File: config.mk
export PLATFORM = sky130hd
export DESIGN_NAME = rgb_led_chain_pulse_encoder
export DESIGN_NICKNAME = d
export VERILOG_FILES = /design/src/hdl/rlce_pkg.sv /design/src/hdl/rgb_led_chain_pulse_encoder.sv /design/src/hdl/rlce_ram.sv /design/src/hdl/rlce_slot_ctr.sv
export SDC_FILE = /design/constraint.sdc
export NUM_CORES = 1
export LEC_CHECK = 0
export BUFFER_PORTS_ARGS = -buffer_cell sky130_fd_sc_hd__buf_2
export CELL_PAD_IN_SITES_DETAIL_PLACEMENT = 1
export CELL_PAD_IN_SITES_GLOBAL_PLACEMENT = 1
export CORE_MARGIN = 2
export CORE_UTILIZATION = 53
export DETAILED_ROUTE_END_ITERATION = 12
export PLACE_DENSITY = 0.85
export RECOVER_POWER = 50
export SLEW_MARGIN = 20
export SYNTH_ARGS = -nofsm -noshare
export SYNTH_HDL_FRONTEND = slang
export SYNTH_SLANG_ARGS = --single-unit
File: constraint.sdc
create_clock -name clk -period 4.8 [get_ports clk]
set_clock_uncertainty 0.1 [all_clocks]
set_input_delay 0.72 -clock clk [delete_from_list [all_inputs] [get_ports clk]]
set_output_delay 0.72 -clock clk [all_outputs]
set_load 0.05 [all_outputs]
File: src/hdl/rlce_pkg.sv
// ----------------------------------------------------------------------------
// RGB LED chain pulse encoder package
// Shared constants, item codes and the slot descriptor type.
// ----------------------------------------------------------------------------
`default_nettype none

package rlce_pkg;

  localparam int LED_COUNT_DEF = 8;

  localparam int BITS_PER_LED = 24;
  localparam int BIT_POS_W    = 5;
  localparam int DUTY_W       = 16;
  localparam int GAP_W        = 8;
  localparam int COLOUR_W     = 24;
  localparam int CFG_INDEX_W  = 2;

  localparam logic [1:0] MODE_SET  = 2'd0;
  localparam logic [1:0] MODE_SHOW = 2'd1;
  localparam logic [1:0] MODE_TICK = 2'd2;

  localparam logic [CFG_INDEX_W-1:0] REG_ZERO_DUTY = 2'd0;
  localparam logic [CFG_INDEX_W-1:0] REG_ONE_DUTY  = 2'd1;
  localparam logic [CFG_INDEX_W-1:0] REG_GAP_SLOTS = 2'd2;

  localparam logic [DUTY_W-1:0] ZERO_DUTY_RESET = 16'd29;
  localparam logic [DUTY_W-1:0] ONE_DUTY_RESET  = 16'd67;
  localparam logic [GAP_W-1:0]  GAP_SLOTS_RESET = 8'd50;

  typedef struct packed {
    logic                 sending;
    logic                 data;
    logic [BIT_POS_W-1:0] shift;
    logic                 last;
  } slot_t;

endpackage

`default_nettype wire

File: src/hdl/rgb_led_chain_pulse_encoder.sv
// ----------------------------------------------------------------------------
// RGB LED chain pulse encoder
// Colour store and per-slot PWM compare value generator for an LED chain.
// ----------------------------------------------------------------------------
// Each input transaction is a set (write one LED colour), a show (start a
// frame if none is running) or a tick (one bit slot). Every tick returns
// exactly one output transaction: the one-duty or zero-duty for the current
// data bit, sent green, red, blue and most significant bit first, zeros in
// the reset gap and while idle, with tlast on the final slot of a frame. The
// block takes one input transaction per cycle unless the output stalls; a
// tick's result passes the registered colour RAM read and then the output
// register. Colours live in a RAM holding two copies per LED, so a set during
// a frame never disturbs the colours the frame captured at its start. Duty
// and gap registers take effect at the next show.
`default_nettype none

module rgb_led_chain_pulse_encoder #(
  parameter int LED_COUNT = rlce_pkg::LED_COUNT_DEF
) (
  input  wire logic                            clk,
  input  wire logic                            rst,
  // tdata: led_id[7:0], red_level[15:8], green_level[23:16], blue_level[31:24]
  input  wire logic [31:0]                     s_tdata,
  // tuser: mode[1:0]
  input  wire logic [1:0]                      s_tuser,
  input  wire logic                            s_tvalid,
  output      logic                            s_tready,
  // tdata: duty_value[15:0]
  output      logic [15:0]                     m_tdata,
  output      logic                            m_tlast,
  output      logic                            m_tvalid,
  input  wire logic                            m_tready,
  input  wire logic                            cfg_valid,
  output      logic                            cfg_ready,
  input  wire logic [rlce_pkg::CFG_INDEX_W-1:0] cfg_index,
  input  wire logic [15:0]                     cfg_data
);
  import rlce_pkg::*;

  localparam int IW = (LED_COUNT > 1) ? $clog2(LED_COUNT) : 1;
  localparam int AW = IW + 1;

  logic [DUTY_W-1:0] zero_duty;
  logic [DUTY_W-1:0] one_duty;
  logic [GAP_W-1:0]  gap_slots;
  logic [DUTY_W-1:0] frame_zero;
  logic [DUTY_W-1:0] frame_one;

  logic [LED_COUNT-1:0] cur_copy;
  logic [LED_COUNT-1:0] stored;
  logic [LED_COUNT-1:0] frame_copy;
  logic [LED_COUNT-1:0] frame_stored;

  logic [1:0]    mode;
  logic [7:0]    led_id;
  logic [IW-1:0] id_idx;
  logic          id_ok;
  logic          in_acc;
  logic          set_acc;
  logic          show_acc;
  logic          tick_acc;
  logic          wr_copy;

  slot_t         slot;
  logic [IW-1:0] led;

  logic [COLOUR_W-1:0] rd_colour;

  logic                 p_valid;
  logic                 p_data;
  logic                 p_blank;
  logic [BIT_POS_W-1:0] p_shift;
  logic                 p_last;
  logic                 p_adv;

  assign cfg_ready = 1'b1;

  assign mode     = s_tuser;
  assign led_id   = s_tdata[7:0];
  assign id_idx   = led_id[IW-1:0];
  assign id_ok    = ({1'b0, led_id} < 9'(LED_COUNT));
  assign p_adv    = !m_tvalid || m_tready;
  assign s_tready = !p_valid || p_adv;
  assign in_acc   = s_tvalid && s_tready;
  assign set_acc  = in_acc && (mode == MODE_SET) && id_ok;
  assign show_acc = in_acc && (mode == MODE_SHOW) && !slot.sending;
  assign tick_acc = in_acc && (mode == MODE_TICK);
  assign wr_copy  = (slot.sending && (cur_copy[id_idx] == frame_copy[id_idx])) ?
                    !cur_copy[id_idx] : cur_copy[id_idx];

  always_ff @(posedge clk) begin
    if (rst) begin
      zero_duty <= ZERO_DUTY_RESET;
      one_duty  <= ONE_DUTY_RESET;
      gap_slots <= GAP_SLOTS_RESET;
    end else if (cfg_valid && cfg_ready) begin
      case (cfg_index)
        REG_ZERO_DUTY: zero_duty <= cfg_data;
        REG_ONE_DUTY:  one_duty  <= cfg_data;
        REG_GAP_SLOTS: gap_slots <= cfg_data[GAP_W-1:0];
        default: ;
      endcase
    end
  end

  always_ff @(posedge clk) begin
    if (rst) begin
      cur_copy     <= '0;
      stored       <= '0;
      frame_copy   <= '0;
      frame_stored <= '0;
    end else begin
      if (set_acc) begin
        cur_copy[id_idx] <= wr_copy;
        stored[id_idx]   <= 1'b1;
      end
      if (show_acc) begin
        frame_copy   <= cur_copy;
        frame_stored <= stored;
      end
    end
  end

  always_ff @(posedge clk) begin
    if (show_acc) begin
      frame_zero <= zero_duty;
      frame_one  <= one_duty;
    end
  end

  rlce_slot_ctr #(
    .LED_COUNT (LED_COUNT),
    .IW        (IW)
  ) u_slot_ctr (
    .clk       (clk),
    .rst       (rst),
    .start     (show_acc),
    .tick      (tick_acc),
    .gap_slots (gap_slots),
    .slot      (slot),
    .led       (led)
  );

  rlce_ram #(
    .WIDTH (COLOUR_W),
    .DEPTH (2 ** AW)
  ) u_colour_ram (
    .clk   (clk),
    .we    (set_acc),
    .waddr ({wr_copy, id_idx}),
    .wdata ({s_tdata[23:16], s_tdata[15:8], s_tdata[31:24]}),
    .re    (tick_acc && slot.data),
    .raddr ({frame_copy[led], led}),
    .rdata (rd_colour)
  );

  always_ff @(posedge clk) begin
    if (rst) begin
      p_valid <= 1'b0;
    end else if (s_tready) begin
      p_valid <= tick_acc;
    end
  end

  always_ff @(posedge clk) begin
    if (s_tready) begin
      p_data  <= slot.data;
      p_blank <= !frame_stored[led];
      p_shift <= slot.shift;
      p_last  <= slot.last;
    end
  end

  always_ff @(posedge clk) begin
    if (rst) begin
      m_tvalid <= 1'b0;
    end else if (p_adv) begin
      m_tvalid <= p_valid;
    end
  end

  always_ff @(posedge clk) begin
    if (p_adv && p_valid) begin
      if (!p_data) begin
        m_tdata <= '0;
      end else if (!p_blank && rd_colour[p_shift]) begin
        m_tdata <= frame_one;
      end else begin
        m_tdata <= frame_zero;
      end
      m_tlast <= p_last;
    end
  end

endmodule

`default_nettype wire

File: src/hdl/rlce_ram.sv
// ----------------------------------------------------------------------------
// Generic simple dual-port RAM
// One write port and one read port with registered read data.
// ----------------------------------------------------------------------------
`default_nettype none

module rlce_ram #(
  parameter int WIDTH = 24,
  parameter int DEPTH = 16
) (
  input  wire logic                     clk,
  input  wire logic                     we,
  input  wire logic [$clog2(DEPTH)-1:0] waddr,
  input  wire logic [WIDTH-1:0]         wdata,
  input  wire logic                     re,
  input  wire logic [$clog2(DEPTH)-1:0] raddr,
  output      logic [WIDTH-1:0]         rdata
);

  logic [WIDTH-1:0] mem [DEPTH];

  always_ff @(posedge clk) begin
    if (we) begin
      mem[waddr] <= wdata;
    end
    if (re) begin
      rdata <= mem[raddr];
    end
  end

endmodule

`default_nettype wire

File: src/hdl/rlce_slot_ctr.sv
// ----------------------------------------------------------------------------
// Frame slot counter
// Tracks LED, bit and reset-gap positions of the running frame.
// ----------------------------------------------------------------------------
`default_nettype none

module rlce_slot_ctr #(
  parameter int LED_COUNT = rlce_pkg::LED_COUNT_DEF,
  parameter int IW        = 3
) (
  input  wire logic                      clk,
  input  wire logic                      rst,
  input  wire logic                      start,
  input  wire logic                      tick,
  input  wire logic [rlce_pkg::GAP_W-1:0] gap_slots,
  output      rlce_pkg::slot_t           slot,
  output      logic [IW-1:0]             led
);
  import rlce_pkg::*;

  logic                 sending;
  logic                 in_gap;
  logic [BIT_POS_W-1:0] bit_pos;
  logic [GAP_W-1:0]     gap_pos;
  logic [GAP_W-1:0]     frame_gap;
  logic                 last_data;
  logic [GAP_W:0]       gap_pos_next;

  always_comb begin
    last_data    = (led == IW'(LED_COUNT - 1)) &&
                   (bit_pos == BIT_POS_W'(BITS_PER_LED - 1));
    gap_pos_next = {1'b0, gap_pos} + (GAP_W + 1)'(1);
    slot.sending = sending;
    slot.data    = sending && !in_gap;
    slot.shift   = BIT_POS_W'(BITS_PER_LED - 1) - bit_pos;
    slot.last    = sending && (in_gap ? (gap_pos_next == {1'b0, frame_gap})
                                      : (last_data && (frame_gap == '0)));
  end

  always_ff @(posedge clk) begin
    if (rst) begin
      sending   <= 1'b0;
      in_gap    <= 1'b0;
      led       <= '0;
      bit_pos   <= '0;
      gap_pos   <= '0;
      frame_gap <= '0;
    end else if (start) begin
      sending   <= 1'b1;
      in_gap    <= 1'b0;
      led       <= '0;
      bit_pos   <= '0;
      gap_pos   <= '0;
      frame_gap <= gap_slots;
    end else if (tick && sending) begin
      if (slot.last) begin
        sending <= 1'b0;
        in_gap  <= 1'b0;
        led     <= '0;
        bit_pos <= '0;
        gap_pos <= '0;
      end else if (in_gap) begin
        gap_pos <= gap_pos_next[GAP_W-1:0];
      end else if (bit_pos == BIT_POS_W'(BITS_PER_LED - 1)) begin
        bit_pos <= '0;
        if (last_data) begin
          in_gap <= 1'b1;
        end else begin
          led <= led + IW'(1);
        end
      end else begin
        bit_pos <= bit_pos + BIT_POS_W'(1);
      end
    end
  end

endmodule

`default_nettype wire
## Word-level counts from Yosys, hierarchy flattened

Memory sizes are Yosys's and may differ from the RTL's. A register that Yosys moved wholly into a read port is not among the register bits.
Cells that the tools add are included.

| storage, ports and cells | value |
|---|---|
| register bits after elaboration | 157 |
| memory bits (writable) | 384 |
| input bits | 57 |
| memories | 1 |

Memories:

| name | words | bits a word | rd ports | clocked after memory_dff | write ports | RTL line | RTL |
|---|---|---|---|---|---|---|---|
| u_colour_ram.mem | 16 | 24 | 1 | 1 | 1 | rlce_ram.sv:20 | `logic [WIDTH-1:0] mem [DEPTH];` |

| operators by class | value |
|---|---|
| add/sub/neg operators | 4 |
| $lt $le $gt $ge | 5 |
| eq/ne operators | 10 |
| mux-type cells | 34 |
| bitwise operators | 1 |
| reductions and logical operators | 40 |

Operators by type and width:

| cell | count |
|---|---|
| $mux W1 | 17 |
| $logic_and A1 B1 Y1 | 16 |
| $mux W16 | 1 |
| $mux W8 | 2 |
| $mux W5 | 3 |
| $bmux W1 S3 | 4 |
| $mux W3 | 4 |
| $reduce_and A2 Y1 | 6 |
| $add A8 B1 Y9 const B | 1 |
| $eq A9 B8 Y1 | 1 |
| $bwmux W8 | 1 |
| $logic_not A8 Y1 | 1 |
| $lt A3 B4 Y1 const B | 2 |
| $lt A8 B4 Y1 const B | 1 |
| $or A8 B8 Y8 | 1 |
| $reduce_bool A2 Y1 | 4 |
| $logic_not A1 Y1 | 7 |
| $lt A5 B6 Y1 const B | 1 |
| $add A5 B1 Y5 const B | 1 |
| $bmux W1 S5 | 1 |
| $eq A5 B5 Y1 const B | 1 |
| $sub A5 B5 Y5 const A | 1 |
| $eq A2 B1 Y1 const B | 2 |
| $eq A2 B2 Y1 const B | 2 |
| 10 further kinds | 13 |

## Logic depth before layout (Yosys ltp)

Gate-level depths: netlist of the first run.

| depth | value |
|---|---|
| depth after elaboration | 8 |
| gate-level depth with buffers | 9 |

## By module

Synthesis of the first run repeated with hierarchy kept, for this count alone.

| unflattened totals | value |
|---|---|
| cell total of the unflattened synthesis | 1331 |
| area, all modules | 22072.4 µm² |

Modules (own cells, without submodules):

| module | instances | cells an instance | area an instance (µm²) | sequential area each (µm²) |
|---|---|---|---|---|
| rlce_ram | 1 | 636 | 15170.8 | 12251.8 |
| rgb_led_chain_pulse_encoder | 1 | 482 | 5206.2 | 3193.1 |
| rlce_slot_ctr | 1 | 213 | 1695.4 | 520.5 |

## Worst setup path before layout of the first run

Ideal clock, no wire load.

| path | value |
|---|---|
| kind | input-to-reg |
| start | in s_tuser[0] |
| end | mem u_colour_ram.mem[7][0], enable pin |
| library setup time | 0.406 ns |
| arrival time | 3.236 ns |
| data required time | 4.294 ns |
| slack | 1.058 ns |
| cell stages on the path | 6 |
| path buffers | 1 |
| path through | or4b_2 > nor4_1 > and2_1 > clkbuf_1 > nand3_1 > nor2_1 |

| between the ends | value |
|---|---|
| longest elaborated chain between the ends | 5 |

RTL lines:

| item | RTL line | RTL |
|---|---|---|
| from (decl) | rgb_led_chain_pulse_encoder.sv:25 | `input wire logic [1:0] s_tuser,` |
| $logic_not A2 Y1 | rgb_led_chain_pulse_encoder.sv:85 | `assign set_acc = in_acc && (mode == MODE_SET) && id_ok;` |
| $logic_and A1 B1 Y1 (2 in a row) | rgb_led_chain_pulse_encoder.sv:85 |  |
| $mux W1 | rlce_ram.sv:23 | `if (we) begin` |
| $mux W1 (implied by the code) | rlce_ram.sv:24 | `mem[waddr] <= wdata;` |
| to (decl) | rlce_ram.sv:20 |  |

No other way between the ends.

## Final worst setup path of the first run

| path | value |
|---|---|
| start | in rst |
| end | reg cur_copy[7] |

RTL lines:

| item | RTL line | RTL |
|---|---|---|
| from (decl) | rgb_led_chain_pulse_encoder.sv:21 | `input wire logic rst,` |
| to (signal, indexed assignment) | rgb_led_chain_pulse_encoder.sv:114 | `cur_copy[id_idx] <= wr_copy;` |
| to (decl) | rgb_led_chain_pulse_encoder.sv:49 | `logic [LED_COUNT-1:0] cur_copy;` |

No word-level cell between the ends.

==> summary.txt, run 1 <==
Run status
  – Failing checks: capacitance limit, slew limit
  – Status: finished, violations left

Die
  – Die Area: 43100 um^2
  – Io pins: 77
  – Placeable Area: 40900 um^2
  – Initial Util: 53.7%
  – Overall die width: 208 um
  – Rows: 74
  – Die Span Y: 208 um

STA
  – Final hold vios: 0
  – Unrepaired setup endpoints after global routing: false
  – # setup viols final: 0
  – Hold slack: 267 ps
  – Slew Limit Fails: 83
  – Measured slew at the worst slew-check pin: 3740 ps
  – Post-layout min period: 3790 ps
  – Setup TNS: 0 ps
  – Slew headroom: -150%
  – Crit share post-route: 78.9%
  – Max Clock Freq: 264 MHz

Worst setup path
  – Reg2reg setup slack: 1260 ps
  – Cell with the largest stage delay on the worst path: clkbuf_1
  – R2R Path End: u_slot_ctr.bit_pos[2]
  – Worst path most repeated cell: clkbuf_1
  – Critical path capture point type: flop
  – Worst-path cell chain: clkbuf_1 -> clkbuf_1 -> a211oi_1
  – Reg2reg start: u_slot_ctr.sending
  – Critical Path Start: rst
  – WP data required: 4970 ps
  – Worst-path fanout max: 82
  – Crit path launch type: input port
  – Worst stage delay on the critical path: 2640 ps
  – CP Class: input port to flop
  – Worst EP arrival: 3960 ps
  – Worst setup endpoint: cur_copy[7]
  – Reg2Reg Depth: 6

Finish
  – Fillers: 3674
  – Share of layout cells above drive strength 1: 21.4%
  – Final non-filler cell total: 1972
  – Nets: 1456
  – Design area: 24800 um^2
  – Area Overhead vs Synth: 12.9%
  – Diode count: 0

Clocking
  – Total number of H-tree levels: 2
  – Root buf cell: clkbuf_16
  – Num CTS Buffers: 56
  – CTS tree: yes
  – CTS sink count: 565
  – Post-CTS resize count: 0
  – Clock buffer depth: 3
  – Post-CTS setup buffer count: 0
  – CTS clk-pin slew, worst paths: 60 ps
  – Post-CTS Hold Buffers: 0
  – Worst-skew pair later-pin latency: 630 ps

Min path
  – HP Class: input port to flop

Global routing
  – GRT overflow: 0
  – First-pass GRT wire length: 81.6 mm
  – Initial antenna violation count: 0
  – GRT Util Overall: 25.2%
  – Number of global-route vias before repair: 13100
  – Largest net degree at the start of global routing: 83

Placed design
  – Placed Instances: 1868
  – Placed inst area: 23100 um^2
  – IO buf count: 75
  – Post-DP HPWL: 32.7 mm
  – Placer congestion estimate: 0.800

Yosys
  – Synthesized net count: 1361
  – Mapped Avg Cell Area: 16.9 um^2
  – Cell with the most instances after synthesis: edfxtp_1
  – Post-synth EDFFs: 465
  – Area leader, netlist: edfxtp_1
  – Top cells by count, synth: edfxtp_1, nand2_1, mux4_2
  – Post-Syn Area: 22000 um^2
  – Cells after Synth: 1299
  – Top_reg_cell synth: edfxtp_1
  – Synth area leaders: edfxtp_1, mux4_2, dfxtp_1
  – Register area share after synthesis: 72.6%
  – Ys async rst share: 0%
  – Synth cell types: 59
  – Syn. warnings: 0
  – Synth Register Bits: 565
  – Top-area cell type share of the netlist area: 63.5%

Pwr
  – Pwr Density: 393 nW/um^2
  – VDD IR-drop max: 336 uV
  – Leak pwr: 7.70 nW

Drt
  – Wire length per cell: 27.2 um
  – DRT Wirelength: 53.6 mm
  – DR pass1 iterations: 5
  – Iteration-0 DRC Markers: 1200
  – Routed vias: 12100
  – Avg Vias per Cell: 6.15
  – DRC: 0
  – Antenna Violating Nets Remaining: 0

Run
  – Count of max-cap constraint violations: 1
## power by group
| part | internal (mW) | switching, mW | total, mW |
|---|---|---|---|
| Clock | 2.34 | 1.87 | 4.22 |
| Combinational | 0.0435 | 0.155 | 0.198 |
| Sequential | 5.32 | 0.0186 | 5.34 |
## routing by layer
metal / part of all wire (%) / vias up / GRT usage, %
li1: - / 5227 / -
met1: 39 / 6322 / 33.2
met2: 52 / 500 / 43.6
met3: 6.7 / 87 / 4.78
met4: 2.0 / 0 / 6.38
met5: 0 / - / 0
## worst max-delay path: cells and delay by family
family | cells | cell delay, ps
buf+inv | 2 | 2840
compound gates | 1 | 320
## final cells by class
class | count | area, um^2 | area share, %
multi-input combinational | 634 | 5740 | 23.1
inverter | 31 | 116 | 0.469
clock inverter | 38 | 305 | 1.23
sequential | 565 | 16000 | 64.3
timing repair buffer | 106 | 566 | 2.28
clock buffer | 66 | 1460 | 5.88
tap | 532 | 666 | 2.68
## cell families after synthesis
logic type | after synthesis | synth area share (%)
DFF | 565 | 72.6
and+or+nand+nor | 293 | 6.10
muxes | 183 | 14.8
AOI/OAI and AO/OA | 143 | 3.92
buffers and inverters | 100 | 1.87
xor gates and xnor gates | 9 | 0.359
adders and majority gates | 5 | 0.285
other | 1 | 0.0171
## how the worst min path moves through the flow
stage / slack [ps] / startpoint / to / cells after the start
detailed placement: 310 / p_last / m_tlast / 0
finish: 270 / cfg_data[11] / zero_duty[11] / 3
CTS: 210 / rst / u_slot_ctr.sending / 2
floorplan: 300 / p_last / m_tlast / 0
global route: 260 / cfg_data[8] / zero_duty[8] / 3
global placement: 310 / p_last / m_tlast / 0
## cells in the final DEF, fill, tap and decap left out, types with 4 or more instances in the layout
cell,instances
edfxtp_1,465
nand2_1,161
mux4_2,108
dfxtp_1,97
a21oi_1,66
clkbuf_16,57
clkbuf_1,55
mux2i_1,46
o21ai_0,32
buf_2,32
inv_1,29
mux2_2,26
nor2_1,25
buf_4,25
nor2b_1,22
nor2_4,16
clkinv_2,16
nor3_1,13
clkinv_1,12
nand3_1,9
o211ai_1,8
nand3b_1,8
a211oi_1,8
xor2_1,6
nand4_1,6
nor4_1,5
ha_1,5
or3_1,4
clkinvlp_4,4
## registers in the layout, indices dropped and copies added, names as in the netlist, 3 cells and up
signal / count
u_slot_ctr.frame_gap: 8
m_tdata: 16
u_colour_ram.rdata: 24
u_slot_ctr.bit_pos: 5
stored: 8
u_slot_ctr.gap_pos: 8
cur_copy: 8
one_duty: 16
p_shift: 5
u_colour_ram.mem: 384
zero_duty: 16
gap_slots: 8
frame_zero: 16
frame_one: 16
u_slot_ctr.led: 3
frame_stored: 8
frame_copy: 8
## through the flow
stage                     setup slack, ps  total power, mW  util, %
after floorplan                      1060             5.52        -
after global placement               1150             5.62     56.5
after detailed placement              962             5.64     56.5
after CTS                            1590             9.83     60.8
after global routing                  838             10.0     60.7
final                                1010             9.76     60.7
Note: power is estimated with default switching activity, not from simulation.
==> run 2, diff against run 1 <==
--- a/config.mk
+++ b/config.mk
@@ -9,9 +9,9 @@
 export CELL_PAD_IN_SITES_DETAIL_PLACEMENT = 1
 export CELL_PAD_IN_SITES_GLOBAL_PLACEMENT = 1
 export CORE_MARGIN = 2
-export CORE_UTILIZATION = 53
+export CORE_UTILIZATION = 48
 export DETAILED_ROUTE_END_ITERATION = 12
-export PLACE_DENSITY = 0.85
+export PLACE_DENSITY = 0.81
 export RECOVER_POWER = 50
 export SLEW_MARGIN = 20
 export SYNTH_ARGS = -nofsm -noshare
==> constraint.sdc (replaced) <==
create_clock -name clk -period 3.35 [get_ports clk]
set_clock_uncertainty 0.1 [all_clocks]
set_input_delay 0.5025 -clock clk [delete_from_list [all_inputs] [get_ports clk]]
set_output_delay 0.5025 -clock clk [all_outputs]
set_load 0.05 [all_outputs]
==> summary.txt, run 2 (synthesis results as in run 1) <==
STA
  – Unrepaired setup endpoints after global routing: false
  – Crit share post-route: 84.7%
  – Final worst setup slack: 514 ps
  – # setup viols final: 0
  – Post-layout min period: 2840 ps
  – Final hold vios: 0
  – Max Clock Freq: 353 MHz
  – Slew headroom: -22.6%
  – Hold slack: 47.5 ps
  – Measured slew at the worst slew-check pin: 1840 ps
  – Slew Limit Fails: 84

Clocking
  – Post-CTS setup buffer count: 0
  – Post-CTS resize count: 0
  – Clock buffer depth: 3
  – Root buf cell: clkbuf_16
  – Total number of H-tree levels: 2
  – Num CTS Buffers: 56
  – CTS sink count: 565
  – CTS clk-pin slew, worst paths: 60 ps
  – Post-CTS Hold Buffers: 0
  – CTS tree: yes
  – Worst-skew pair later-pin latency: 620 ps

Worst setup path
  – Buf/Inv on CP: 4
  – Critical path capture point type: flop
  – Top cell family by delay on the critical path: simple AND/OR/NAND/NOR gates
  – R2R Path End: m_tdata[7]
  – Worst-path fanout max: 25
  – Worst EP arrival: 3030 ps
  – Crit path launch type: input port
  – Cell count along the critical path: 9
  – Reg2reg setup slack: 550 ps
  – CP Class: input port to flop
  – Worst setup endpoint: u_colour_ram.mem[6][8]
  – Cell with the largest stage delay on the worst path: or4b_2
  – Worst stage delay on the critical path: 660 ps
  – Worst-path cell chain: buf_2 -> or4b_2 -> nor4_1 -> clkbuf_1 -> and2_0 -> clkbuf_1 -> nand2_1 -> nor2_4 -> buf_12
  – Worst path most repeated cell: clkbuf_1
  – Critical Path Start: s_tuser[0]
  – Reg2Reg Depth: 7
  – WP data required: 3540 ps
  – Reg2reg start: p_shift[0]

Pwr
  – Sequential share of power: 53.3%
  – Clock share of power: 44.7%
  – VDD IR-drop max: 410 uV
  – Sw Ratio: 20.3%
  – Leak pwr: 7.89 nW
  – Net Sw Power: 2.92 mW
  – Final Power: 14.4 mW
  – Pwr Density: 564 nW/um^2
  – Internal power: 11.4 mW
  – Logic gate share of total power: 2.0%

Drt
  – DRT Wirelength: 54.3 mm
  – DR pass1 iterations: 5
  – DRC: 0
  – Routed vias: 12100
  – Avg Vias per Cell: 5.88
  – Wire length per cell: 26.4 um
  – Antenna Violating Nets Remaining: 0
  – Iteration-0 DRC Markers: 1001

Finish
  – Area Overhead vs Synth: 15.8%
  – Number of flip-flops in the largest register: 384
  – Share of layout cells above drive strength 1: 22.3%
  – Top Registers: u_colour_ram.mem (384), u_colour_ram.rdata (24)
  – Largest Register: u_colour_ram.mem
  – Final non-filler cell total: 2058
  – Fillers: 4161
  – Nets: 1476
  – Diode count: 0
  – Commonest non-fill, non-tap cell in the layout: edfxtp_1
  – Most frequent cells in the layout: edfxtp_1, nand2_1, mux4_2

Global routing
  – GRT Util Overall: 23.4%
  – Met2 usage: 39.2%
  – Met1 usage in global routing: 30.8%
  – GR Layer Usage met3: 4.27%
  – Number of global-route vias before repair: 13200
  – First-pass GRT wire length: 82.0 mm
  – GRT overflow: 0
  – Top Usage Layer GRT: met2
  – Initial antenna violation count: 1
  – Largest net degree at the start of global routing: 98

Die
  – Placeable Area: 45300 um^2
  – Initial Util: 48.6%
  – Die Span Y: 218 um
  – Overall die width: 218 um
  – Rows: 78
  – Io pins: 77
  – Die Area: 47500 um^2

Placed design
  – Placer congestion estimate: 0.801
  – Post-DP HPWL: 33.5 mm
  – IO buf count: 75
  – Dpl ws: 258 ps
  – Placed Instances: 1956

Run status
  – Status: finished, violations left
  – Failing checks: capacitance limit, slew limit

Min path
  – HP Class: input port to flop

Run
  – Count of max-cap constraint violations: 1
run 2: changes by cell type in the layout (fill, tap and decap cells not counted), sizes merged:
cell / previous run / this run
buf: 59 / 76
clkinvlp: 4 / 3
clkinv: 30 / 19
clkbuf: 113 / 122
bufinv: 3 / 7
run 2: layout make-up:
class / count / area (um^2) / share of cell area [%]
Clock buffer: 72 / 1520 / 5.98
Clock inverter: 30 / 365 / 1.44
Inverter: 31 / 116 / 0.457
Multi-Input combinational cell: 634 / 5740 / 22.5
Sequential cell: 565 / 16000 / 62.7
Tap cell: 600 / 751 / 2.95
Timing Repair Buffer: 126 / 993 / 3.90
run 2: tightest hold or removal path, delay by kind of cell:
kind	cells	cell delay [ps]
buf+inv	1	110
simple gates	1	50
compound gates	1	50
run 2: worst min path at each step:
stage          depth (start not counted)    startpoint             to
4_1_cts                                3  cfg_data[15]   one_duty[15]
5_1_grt                                3  cfg_data[11]  zero_duty[11]
3_3_place_gp                           0        p_last        m_tlast
2_1_floorplan                          0        p_last        m_tlast
3_5_place_dp                           0   one_duty[4]   frame_one[4]
6_report                               3  cfg_data[15]   one_duty[15]
run 2: routing by layer:
layer | share of wire [%] | vias up
met3 | 5.9 | 104
met4 | 2.8 | 0
met1 | 41 | 6347
li1 | - | 5280
met2 | 50 | 372
met5 | 0 | -
run 2: power groups by stage:
stage / clock network [mW] / registers [mW] / logic, mW
global placement: 0 / 7.79 / 0.272
finish: 6.42 / 7.65 / 0.289
CTS: 6.52 / 7.65 / 0.294
floorplan: 0 / 7.80 / 0.109
global route: 6.74 / 7.65 / 0.312
detailed placement: 0 / 7.80 / 0.290
run 2: stage by stage:
step,cell area [um^2],setup TNS (ps),util (%)
6_report,25500,0,56.2
4_1_cts,25500,0,56.4
5_1_grt,25500,0,56.2
3_5_place_dp,23700,0,52.2
2_1_floorplan,22000,-20850,-
3_3_place_gp,23700,0,52.2
